==> src/rtl/tcce_pkg.sv <==
`timescale 1ns / 1ps
// ----------------------------------------------------------------------------
// tcce_pkg
// Shared types and constants of the text console cursor engine: command
// codes, control characters, register indexes and the job descriptor that
// travels from the front end to the command sequencer.
// ----------------------------------------------------------------------------
package tcce_pkg;

  // framebuffer command codes seen on the result channel
  typedef enum logic [2:0] {
    CMD_RESTORE = 3'd0,
    CMD_DRAW    = 3'd1,
    CMD_SHOW    = 3'd2,
    CMD_SCROLL  = 3'd3,
    CMD_CLEAR   = 3'd4
  } cmd_t;

  // micro-steps that the sequencer expands into commands
  typedef enum logic [2:0] {
    U_RESTORE_CUR = 3'd0,   // restore at old cursor, blank flag from job
    U_RESTORE_NEW = 3'd1,   // restore at new cursor, saved cell present
    U_DRAW_CUR    = 3'd2,
    U_DRAW_NEW    = 3'd3,
    U_SCROLL      = 3'd4,
    U_CLEAR       = 3'd5,
    U_SHOW_NEW    = 3'd6
  } uop_t;

  // control characters
  localparam logic [7:0] CH_BACKSPACE = 8'h08;
  localparam logic [7:0] CH_NEWLINE   = 8'h0A;
  localparam logic [7:0] CH_UP        = 8'h86;
  localparam logic [7:0] CH_DOWN      = 8'h87;
  localparam logic [7:0] CH_LEFT      = 8'h88;
  localparam logic [7:0] CH_RIGHT     = 8'h89;
  localparam logic [7:0] CH_CLEAR     = 8'h90;
  localparam logic [7:0] CH_HIDE      = 8'h91;
  localparam logic [7:0] CH_SHOW      = 8'h92;

  localparam logic [7:0]  GLYPH_CURSOR = 8'd219;
  localparam logic [7:0]  GLYPH_SPACE  = 8'd32;
  localparam logic [15:0] HOME_POS     = 16'd4;

  // configuration register indexes
  localparam int CFG_IDX_W = 3;
  localparam logic [CFG_IDX_W-1:0] REG_SCREEN_WIDTH  = 3'd0;
  localparam logic [CFG_IDX_W-1:0] REG_SCREEN_HEIGHT = 3'd1;
  localparam logic [CFG_IDX_W-1:0] REG_LR_MARGIN     = 3'd2;
  localparam logic [CFG_IDX_W-1:0] REG_TB_MARGIN     = 3'd3;
  localparam logic [CFG_IDX_W-1:0] REG_COLUMN_GAP    = 3'd4;
  localparam logic [CFG_IDX_W-1:0] REG_ROW_GAP       = 3'd5;

  typedef struct packed {
    logic [15:0] screen_width;
    logic [15:0] screen_height;
    logic [7:0]  lr_margin;
    logic [7:0]  tb_margin;
    logic [7:0]  column_gap;
    logic [7:0]  row_gap;
  } cfg_t;

  localparam int MAX_UOPS = 5;
  localparam int UCNT_W   = 3;
  localparam int QUEUE_DEPTH = 2;

  // one accepted character, classified
  typedef struct packed {
    logic [UCNT_W-1:0]       n_uops;
    uop_t [MAX_UOPS-1:0]     uops;
    logic [15:0]             cur_x;
    logic [15:0]             cur_y;
    logic [15:0]             new_x;
    logic [15:0]             new_y;
    logic [7:0]              glyph;
    logic                    blank;
  } desc_t;

endpackage

==> src/rtl/tcce_front.sv <==
`timescale 1ns / 1ps
// ----------------------------------------------------------------------------
// tcce_front
// Accepts characters, owns the cursor state and turns each character into
// a job descriptor listing the commands to issue.
// ----------------------------------------------------------------------------
module tcce_front #(
  parameter int GLYPH_WIDTH  = 8,
  parameter int GLYPH_HEIGHT = 16
) (
  input  logic           clk,
  input  logic           rst_n,
  input  tcce_pkg::cfg_t cfg,
  input  logic           in_valid,
  output logic           in_ready,
  input  logic [7:0]     in_char_code,
  output logic           push_valid,
  input  logic           push_ready,
  output tcce_pkg::desc_t push_desc
);
  import tcce_pkg::*;

  // width of gap plus two glyph extents
  localparam int GLYPH_MAX = (GLYPH_WIDTH > GLYPH_HEIGHT) ? GLYPH_WIDTH : GLYPH_HEIGHT;
  localparam int OFS_W = $clog2(255 + 2 * GLYPH_MAX + 1);

  logic [15:0] col_r, col_nxt;
  logic [15:0] row_r, row_nxt;
  logic        sv_r,  sv_nxt;

  logic [15:0]      line_v, cell_v;
  logic [OFS_W-1:0] down_ofs, right_ofs;
  logic [16:0]      down_lhs, right_lhs;
  logic [15:0]      down_lim, right_lim;
  logic             bottom_blk, right_blk;
  logic             at_left, at_top;
  desc_t            d;
  logic             fire;

  assign in_ready = push_ready;
  assign fire     = in_valid && in_ready;

  // edge tests, a resolution below its margin never blocks
  always_comb begin
    line_v    = 16'(cfg.row_gap) + 16'(GLYPH_HEIGHT);
    cell_v    = 16'(cfg.column_gap) + 16'(GLYPH_WIDTH);
    down_ofs  = OFS_W'(cfg.row_gap) + OFS_W'(2 * GLYPH_HEIGHT);
    right_ofs = OFS_W'(cfg.column_gap) + OFS_W'(2 * GLYPH_WIDTH);
    down_lhs  = 17'(row_r) + 17'(down_ofs);
    right_lhs = 17'(col_r) + 17'(right_ofs);
    down_lim  = cfg.screen_height - 16'(cfg.tb_margin);
    right_lim = cfg.screen_width - 16'(cfg.lr_margin);
    bottom_blk = (cfg.screen_height >= 16'(cfg.tb_margin)) && (down_lhs > {1'b0, down_lim});
    right_blk  = (cfg.screen_width >= 16'(cfg.lr_margin)) && (right_lhs > {1'b0, right_lim});
    at_left    = (col_r == 16'(cfg.lr_margin));
    at_top     = (row_r == 16'(cfg.tb_margin));
  end

  always_comb begin
    d        = '0;
    d.cur_x  = col_r;
    d.cur_y  = row_r;
    d.new_x  = col_r;
    d.new_y  = row_r;
    d.glyph  = in_char_code;
    d.blank  = !sv_r;
    d.n_uops = '0;
    unique case (in_char_code)
      CH_NEWLINE: begin
        d.new_x = 16'(cfg.lr_margin);
        if (bottom_blk) begin
          d.uops[1] = U_SCROLL;
          d.uops[2] = U_SHOW_NEW;
          d.n_uops  = 3'd3;
        end else begin
          d.new_y   = row_r + line_v;
          d.uops[1] = U_SHOW_NEW;
          d.n_uops  = 3'd2;
        end
      end
      CH_BACKSPACE: begin
        d.glyph = GLYPH_SPACE;
        if (!at_left) begin
          d.new_x   = col_r - cell_v;
          d.uops[1] = U_SHOW_NEW;
          d.uops[2] = U_RESTORE_NEW;
          d.uops[3] = U_DRAW_NEW;
          d.uops[4] = U_SHOW_NEW;
          d.n_uops  = 3'd5;
        end else begin
          d.uops[1] = U_DRAW_NEW;
          d.uops[2] = U_SHOW_NEW;
          d.n_uops  = 3'd3;
        end
      end
      CH_UP: begin
        if (!at_top) begin
          d.new_y   = row_r - line_v;
          d.uops[1] = U_SHOW_NEW;
          d.n_uops  = 3'd2;
        end
      end
      CH_DOWN: begin
        if (!bottom_blk) begin
          d.new_y   = row_r + line_v;
          d.uops[1] = U_SHOW_NEW;
          d.n_uops  = 3'd2;
        end
      end
      CH_LEFT: begin
        if (!at_left) begin
          d.new_x   = col_r - cell_v;
          d.uops[1] = U_SHOW_NEW;
          d.n_uops  = 3'd2;
        end
      end
      CH_RIGHT: begin
        if (!right_blk) begin
          d.new_x   = col_r + cell_v;
          d.uops[1] = U_SHOW_NEW;
          d.n_uops  = 3'd2;
        end
      end
      CH_CLEAR: begin
        d.new_x   = HOME_POS;
        d.new_y   = HOME_POS;
        d.uops[1] = U_CLEAR;
        d.uops[2] = U_SHOW_NEW;
        d.n_uops  = 3'd3;
      end
      CH_HIDE: begin
        d.n_uops = 3'd1;
      end
      CH_SHOW: begin
        d.uops[0] = U_SHOW_NEW;
        d.n_uops  = 3'd1;
      end
      default: begin
        // printable byte
        d.uops[1] = U_DRAW_CUR;
        if (bottom_blk && right_blk) begin
          d.new_x   = 16'(cfg.lr_margin);
          d.uops[2] = U_SCROLL;
          d.uops[3] = U_SHOW_NEW;
          d.n_uops  = 3'd4;
        end else if (right_blk) begin
          d.new_x   = 16'(cfg.lr_margin);
          d.new_y   = row_r + line_v;
          d.uops[2] = U_SHOW_NEW;
          d.n_uops  = 3'd3;
        end else begin
          d.new_x   = col_r + cell_v;
          d.uops[2] = U_SHOW_NEW;
          d.n_uops  = 3'd3;
        end
      end
    endcase
  end

  assign push_desc  = d;
  assign push_valid = in_valid && (d.n_uops != '0);

  always_comb begin
    col_nxt = col_r;
    row_nxt = row_r;
    sv_nxt  = sv_r;
    if (fire && (d.n_uops != '0)) begin
      col_nxt = d.new_x;
      row_nxt = d.new_y;
      sv_nxt  = (in_char_code != CH_HIDE);
    end
  end

  always_ff @(posedge clk) begin
    if (!rst_n) begin
      col_r <= HOME_POS;
      row_r <= HOME_POS;
      sv_r  <= 1'b0;
    end else begin
      col_r <= col_nxt;
      row_r <= row_nxt;
      sv_r  <= sv_nxt;
    end
  end

endmodule

==> src/rtl/tcce_queue.sv <==
`timescale 1ns / 1ps
// ----------------------------------------------------------------------------
// tcce_queue
// Short flop-based queue of job descriptors between front end and
// sequencer.
// ----------------------------------------------------------------------------
module tcce_queue (
  input  logic            clk,
  input  logic            rst_n,
  input  logic            push_valid,
  output logic            push_ready,
  input  tcce_pkg::desc_t push_desc,
  output logic            pop_valid,
  input  logic            pop_ready,
  output tcce_pkg::desc_t pop_desc
);
  import tcce_pkg::*;

  localparam int PTR_W = (QUEUE_DEPTH > 1) ? $clog2(QUEUE_DEPTH) : 1;
  localparam int CNT_W = $clog2(QUEUE_DEPTH + 1);
  localparam logic [PTR_W-1:0] LAST_PTR = PTR_W'(QUEUE_DEPTH - 1);

  desc_t            mem_r [QUEUE_DEPTH];
  logic [PTR_W-1:0] wr_ptr_r, wr_ptr_nxt;
  logic [PTR_W-1:0] rd_ptr_r, rd_ptr_nxt;
  logic [CNT_W-1:0] count_r, count_nxt;
  logic             do_push, do_pop;

  assign push_ready = (count_r != CNT_W'(QUEUE_DEPTH));
  assign pop_valid  = (count_r != '0);
  assign pop_desc   = mem_r[rd_ptr_r];
  assign do_push    = push_valid && push_ready;
  assign do_pop     = pop_valid && pop_ready;

  always_comb begin
    wr_ptr_nxt = wr_ptr_r;
    rd_ptr_nxt = rd_ptr_r;
    count_nxt  = count_r;
    if (do_push) begin
      wr_ptr_nxt = (wr_ptr_r == LAST_PTR) ? '0 : wr_ptr_r + 1'b1;
    end
    if (do_pop) begin
      rd_ptr_nxt = (rd_ptr_r == LAST_PTR) ? '0 : rd_ptr_r + 1'b1;
    end
    if (do_push && !do_pop) begin
      count_nxt = count_r + 1'b1;
    end else if (do_pop && !do_push) begin
      count_nxt = count_r - 1'b1;
    end
  end

  always_ff @(posedge clk) begin
    if (!rst_n) begin
      wr_ptr_r <= '0;
      rd_ptr_r <= '0;
      count_r  <= '0;
    end else begin
      wr_ptr_r <= wr_ptr_nxt;
      rd_ptr_r <= rd_ptr_nxt;
      count_r  <= count_nxt;
    end
  end

  always_ff @(posedge clk) begin
    if (do_push) begin
      mem_r[wr_ptr_r] <= push_desc;
    end
  end

endmodule

==> src/rtl/tcce_back.sv <==
`timescale 1ns / 1ps
// ----------------------------------------------------------------------------
// tcce_back
// Command sequencer: walks the steps of the job at the queue head and
// issues one registered command per cycle unless the output stalls.
// ----------------------------------------------------------------------------
module tcce_back (
  input  logic            clk,
  input  logic            rst_n,
  input  logic            job_valid,
  output logic            job_done,
  input  tcce_pkg::desc_t job,
  output logic            out_valid,
  input  logic            out_ready,
  output logic [2:0]      out_command,
  output logic [15:0]     out_pos_x,
  output logic [15:0]     out_pos_y,
  output logic [7:0]      out_glyph,
  output logic            out_restore_blank,
  output logic            out_last
);
  import tcce_pkg::*;

  logic [UCNT_W-1:0] idx_r, idx_nxt;
  logic              valid_r, valid_nxt;
  cmd_t              cmd_r, cmd_v;
  logic [15:0]       x_r, x_v;
  logic [15:0]       y_r, y_v;
  logic [7:0]        g_r, g_v;
  logic              blank_r, blank_v;
  logic              last_r, last_v;
  logic              adv;

  assign adv      = job_valid && (!valid_r || out_ready);
  assign last_v   = (idx_r == job.n_uops - 1'b1);
  assign job_done = adv && last_v;

  // step decoder
  always_comb begin
    cmd_v   = CMD_RESTORE;
    x_v     = '0;
    y_v     = '0;
    g_v     = '0;
    blank_v = 1'b0;
    unique case (job.uops[idx_r])
      U_RESTORE_CUR: begin
        x_v     = job.cur_x;
        y_v     = job.cur_y;
        blank_v = job.blank;
      end
      U_RESTORE_NEW: begin
        x_v = job.new_x;
        y_v = job.new_y;
      end
      U_DRAW_CUR: begin
        cmd_v = CMD_DRAW;
        x_v   = job.cur_x;
        y_v   = job.cur_y;
        g_v   = job.glyph;
      end
      U_DRAW_NEW: begin
        cmd_v = CMD_DRAW;
        x_v   = job.new_x;
        y_v   = job.new_y;
        g_v   = job.glyph;
      end
      U_SCROLL: begin
        cmd_v = CMD_SCROLL;
        y_v   = job.cur_y;
      end
      U_CLEAR: begin
        cmd_v = CMD_CLEAR;
      end
      U_SHOW_NEW: begin
        cmd_v = CMD_SHOW;
        x_v   = job.new_x;
        y_v   = job.new_y;
        g_v   = GLYPH_CURSOR;
      end
      default: begin
        cmd_v = CMD_RESTORE;
      end
    endcase
  end

  always_comb begin
    idx_nxt   = idx_r;
    valid_nxt = valid_r;
    if (adv) begin
      valid_nxt = 1'b1;
      idx_nxt   = last_v ? '0 : idx_r + 1'b1;
    end else if (out_ready) begin
      valid_nxt = 1'b0;
    end
  end

  always_ff @(posedge clk) begin
    if (!rst_n) begin
      idx_r   <= '0;
      valid_r <= 1'b0;
    end else begin
      idx_r   <= idx_nxt;
      valid_r <= valid_nxt;
    end
  end

  always_ff @(posedge clk) begin
    if (adv) begin
      cmd_r   <= cmd_v;
      x_r     <= x_v;
      y_r     <= y_v;
      g_r     <= g_v;
      blank_r <= blank_v;
      last_r  <= last_v;
    end
  end

  assign out_valid         = valid_r;
  assign out_command       = cmd_r;
  assign out_pos_x         = x_r;
  assign out_pos_y         = y_r;
  assign out_glyph         = g_r;
  assign out_restore_blank = blank_r;
  assign out_last          = last_r;

endmodule

==> src/rtl/text_console_cursor_engine_unit.sv <==
`timescale 1ns / 1ps
// ----------------------------------------------------------------------------
// text_console_cursor_engine_unit
// Character-to-framebuffer-command engine for a text console.
// ----------------------------------------------------------------------------
// Each accepted character byte becomes one to five framebuffer commands
// (restore cell, draw glyph, save cell and show cursor, scroll up, clear
// screen) with the final one flagged by out_last; blocked cursor moves
// give no commands at all. The front end takes a character every cycle
// while its two-entry job queue has room, updating the cursor position and
// saved-cell flag at once, so the next character sees the new cursor. The
// sequencer issues one command per cycle from the job at the queue head
// while the renderer takes them. A character has one to five commands,
// three or four when printable; the sustained rate is set by the sequencer and
// by how fast the renderer takes commands. Configuration writes take effect
// on the next edge and should only be made while the engine is idle.
// ----------------------------------------------------------------------------
module text_console_cursor_engine_unit #(
  parameter int GLYPH_WIDTH  = 8,
  parameter int GLYPH_HEIGHT = 16
) (
  input  logic                           clk,
  input  logic                           rst_n,
  // configuration writes
  input  logic                           cfg_we,
  input  logic [tcce_pkg::CFG_IDX_W-1:0] cfg_index,
  input  logic [15:0]                    cfg_wdata,
  // character input
  input  logic                           in_valid,
  output logic                           in_ready,
  input  logic [7:0]                     in_char_code,
  // command output
  output logic                           out_valid,
  input  logic                           out_ready,
  output logic [2:0]                     out_command,
  output logic [15:0]                    out_pos_x,
  output logic [15:0]                    out_pos_y,
  output logic [7:0]                     out_glyph,
  output logic                           out_restore_blank,
  output logic                           out_last
);
  import tcce_pkg::*;

  cfg_t  cfg_r;
  logic  push_valid, push_ready;
  desc_t push_desc;
  logic  job_valid, job_done;
  desc_t job;

  // register file, writes beyond the list are dropped
  always_ff @(posedge clk) begin
    if (!rst_n) begin
      cfg_r.screen_width  <= 16'd640;
      cfg_r.screen_height <= 16'd480;
      cfg_r.lr_margin     <= 8'd4;
      cfg_r.tb_margin     <= 8'd4;
      cfg_r.column_gap    <= 8'd2;
      cfg_r.row_gap       <= 8'd4;
    end else if (cfg_we) begin
      unique case (cfg_index)
        REG_SCREEN_WIDTH:  cfg_r.screen_width  <= cfg_wdata;
        REG_SCREEN_HEIGHT: cfg_r.screen_height <= cfg_wdata;
        REG_LR_MARGIN:     cfg_r.lr_margin     <= cfg_wdata[7:0];
        REG_TB_MARGIN:     cfg_r.tb_margin     <= cfg_wdata[7:0];
        REG_COLUMN_GAP:    cfg_r.column_gap    <= cfg_wdata[7:0];
        REG_ROW_GAP:       cfg_r.row_gap       <= cfg_wdata[7:0];
        default: begin
        end
      endcase
    end
  end

  // classify characters and track the cursor
  tcce_front #(
    .GLYPH_WIDTH  (GLYPH_WIDTH),
    .GLYPH_HEIGHT (GLYPH_HEIGHT)
  ) u_front (
    .clk          (clk),
    .rst_n        (rst_n),
    .cfg          (cfg_r),
    .in_valid     (in_valid),
    .in_ready     (in_ready),
    .in_char_code (in_char_code),
    .push_valid   (push_valid),
    .push_ready   (push_ready),
    .push_desc    (push_desc)
  );

  // jobs waiting for the sequencer
  tcce_queue u_queue (
    .clk        (clk),
    .rst_n      (rst_n),
    .push_valid (push_valid),
    .push_ready (push_ready),
    .push_desc  (push_desc),
    .pop_valid  (job_valid),
    .pop_ready  (job_done),
    .pop_desc   (job)
  );

  // expand the head job into commands, one transfer per cycle unless stalled
  tcce_back u_back (
    .clk               (clk),
    .rst_n             (rst_n),
    .job_valid         (job_valid),
    .job_done          (job_done),
    .job               (job),
    .out_valid         (out_valid),
    .out_ready         (out_ready),
    .out_command       (out_command),
    .out_pos_x         (out_pos_x),
    .out_pos_y         (out_pos_y),
    .out_glyph         (out_glyph),
    .out_restore_blank (out_restore_blank),
    .out_last          (out_last)
  );

endmodule

==> config.mk <==
export PLATFORM = sky130hd
export DESIGN_NAME = text_console_cursor_engine_unit
export DESIGN_NICKNAME = d
export VERILOG_FILES = /design/src/rtl/tcce_pkg.sv /design/src/rtl/tcce_front.sv /design/src/rtl/tcce_queue.sv /design/src/rtl/tcce_back.sv /design/src/rtl/text_console_cursor_engine_unit.sv
export SDC_FILE = /design/constraint.sdc
export NUM_CORES = 1
export LEC_CHECK = 0
export BUFFER_PORTS_ARGS = -buffer_cell sky130_fd_sc_hd__buf_2
export CAP_MARGIN = 20
export CORE_AREA = 2 2 196 198
export DETAILED_ROUTE_END_ITERATION = 8
export DIE_AREA = 0 0 198 200
export GPL_ROUTABILITY_DRIVEN = 0
export PLACE_DENSITY = 0.73
export SLEW_MARGIN = 25
export SYNTH_ARGS = -nofsm -noshare
export SYNTH_HDL_FRONTEND = slang
export SYNTH_SLANG_ARGS = --single-unit
==> constraint.sdc <==
create_clock -name clk -period 20.1 [get_ports clk]
set_clock_uncertainty 0.15 [all_clocks]
set_input_delay 1.005 -clock clk [delete_from_list [all_inputs] [get_ports clk]]
set_output_delay 1.005 -clock clk [all_outputs]
set_load 0.1 [all_outputs]
==> key figures <==
Timing
  • Worst slew pin tran: 0.993 ns
  • Tcrit/Tclk final: 37.3%
  • Slew margin rel.: 33.3%
  • Fin. max-slew vios: 0
  • Max Freq: 134 MHz
  • Final Hold Viols: 0
  • RSZ-0062 raised after global routing: false
  • WHS: 0.310 ns
  • Sum Neg Setup Slack: 0 ns
  • Tmin final: 7.49 ns
  • Final setup fails: 0

Routing
  • Drt wl/cell: 19.4 um
  • Post-route DRC: 0
  • Via Count: 14400
  • Vias/cell: 5.92
  • Initial DRT Pass Iterations: 7
  • 1st-iter DRT viols: 1100
  • Drt total wl: 47.2 mm
  • Detail Route Antenna Nets: 0

Finish
  • Layout Cell Area excl Fill: 20500 sq um
  • Layout cells sized above 1: 11.3%
  • Nets: 2049
  • Area grow syn2layout: 10.5%
  • Final cell count without fillers: 2435

Yosys
  • Post-synthesis cell type count: 90
  • Mapped cell area: 18600 sq um
  • Area leader, netlist: edfxtp_1
  • #FFs+latches synth: 323
  • Sequential area share after synthesis: 46.5%
  • Syn nets: 2013
  • Most used DFF post-synth: edfxtp_1
  • Syn Area/Cell: 10.0 sq um
  • Top post-synthesis cells by area: edfxtp_1, dfxtp_1, ha_1
  • Synth async-reset ratio: 0%
  • Synth warn: 0
  • Gate Count Post-Synth: 1858
  • Post-synth top cells: edfxtp_1, nand2_1, a21oi_1
  • EDFF count, synth: 217
  • Top-count cell post-synth: edfxtp_1
  • Area share of the largest cell type after synthesis: 35.1%

Run status
  • Status: complete, no violations

CTS
  • CTS clk-pin slew, worst paths: 0.06 ns
  • Clk root buf: clkbuf_16
  • Clock latency on the worst-skew pair: 0.54 ns
  • Number of CTS-inserted buffers: 35
  • CTS resizes: 0
  • Clock buffer depth: 3
  • Hold Buf Count CTS: 0
  • CTS tree: done
  • Sink Count: 323
  • H-tree Lvls: 2
  • Post-CTS setup buffer count: 0

Die
  • Die Width: 198 um
  • Core area: 37400 sq um
  • Die area: 39600 sq um
  • Num rows: 71
  • Die Ht: 200 um
  • # IOs: 79
  • Starting density of the core: 49.7%

Setup path
  • CP Class: reg -> reg
  • Crit. End Element: flop
  • Worst Setup SP: u_front.col_r[1]
  • Worst reg2reg path startpoint: u_front.col_r[1]
  • Crit path DAT: 7.50 ns
  • CP Launch Type: flop
  • Worst r2r path cells: 25
  • Crit path max fanout: 46
  • Worst EP required: 20.11 ns

Global route
  • Antenna violations before repair: 2
  • GRT Resource Usage Total: 23.7%
  • Grt ovf: 0
  • First-pass GRT wire length: 73.7 mm
  • Vias in the first global route: 13700
  • Largest net degree at the start of global routing: 80

Pwr
  • P per Cell Area: 142 nW/um^2
  • Static leakage: 7.71 nW
  • Peak VDD IR: 96.7 uV

Place
  • Post-DP HPWL: 33.5 mm
  • DP Area: 19400 sq um
  • I/O Buffers: 78
  • Placed cells: 2368

Hold path
  • Hold Path Depth: 2
  • Hold crit path type: reg -> reg
  • Worst Min Path Start: cfg_r[48]

Flow run
  • Max_cap viols: 0
-- cells by family after synthesis --
family          Yosys count  synth area share (%)
simple gates            566                  14.3
xor+xnor                104                  4.90
buf+inv                 196                  4.17
flops                   323                  46.5
fa+ha+maj               123                  8.73
compound gates          457                  16.3
mux                      89                  5.13
-- worst max-delay path, stage by stage, from the launching register on --
cell       delay, ns
dfxtp_1         0.54
ha_1            0.32
inv_1           0.07
ha_1            0.16
inv_1           0.05
fa_1            0.40
o21ai_0         0.25
nand2b_1        0.12
a221oi_1        0.38
o21a_1          0.18
o21a_1          0.12
o21ai_0         0.08
nand2b_1        0.15
nand2_1         0.10
xnor2_1         0.14
ha_1            0.25
a2111oi_0       0.37
o21ai_0         0.15
o31ai_1         0.38
o31a_1          0.34
o21ai_1         0.19
o2111ai_4       0.18
o211ai_4        0.10
inv_2           0.59
and2_4          0.66
buf_4           0.62
-- through the flow --
stage / setup WS (ns) / util [%] / total power, W
final: 12.61 / 54.9 / 0.00291
after global routing: 12.02 / 54.9 / 0.00305
after CTS: 12.66 / 54.9 / 0.00291
after detailed placement: 12.69 / 51.7 / 0.00226
after global placement: 12.99 / 51.7 / 0.00223
after floorplan: 11.28 / - / 0.00199
-- layout by cell type (no fill, tap or decap), types with 59 or more instances in the layout --
cell type,count
mux2i_1,67
nand2_1,216
inv_1,102
ha_1,112
edfxtp_1,217
dfxtp_1,105
buf_2,78
nand3_1,59
nor2_1,109
o21ai_0,86
a21oi_1,143
-- final cells by class --
type	count	area [sq um]
Clock inverter	18	191
Sequential cell	323	8640
Timing Repair Buffer	91	492
Multi-Input combinational cell	1339	9190
Inverter	104	390
Clock buffer	46	972
Fill cell	3252	16900
Antenna cell	3	7.51
Tap cell	511	639
-- registers in the layout, summed over array words and instances (netlist names), 2 cells and up, named ones only --
name                cells
cfg_r                  64
u_back.idx_r            3
u_back.out_command      3
u_back.out_glyph        8
u_back.out_pos_x       16
u_back.out_pos_y       16
u_front.col_r          16
u_front.row_r          16
u_queue.count_r         2
u_queue.mem_r         172
-- power breakdown --
group / total, W / leakage [nW] / switching [W] / internal [W]
registers: 0.00103 / 2.92 / 0.0000964 / 0.000930
clock network: 0.000653 / 0.575 / 0.000269 / 0.000383
logic: 0.00123 / 4.22 / 0.000906 / 0.000326
total: 0.00291 / 7.71 / 0.00127 / 0.00164
-- layer usage --
layer | share of wire, % | global-route usage [%] | vias to the layer above
met5 | 0 | 0 | -
met4 | 2.8 | 8.49 | 0
li1 | - | - | 6839
met2 | 45 | 37.8 | 590
met1 | 44 | 32.5 | 6880
met3 | 8.2 | 4.33 | 103
-- path summary, 6_finish.rpt --
path | to | slack (ns)
max reg2reg | u_queue.mem_r[1][17] | 12.61
max | u_queue.mem_r[1][17] | 12.61
min | cfg_r[48] | 0.31
min reg2reg | cfg_r[48] | 0.31
(Power assumes the default switching activity.)
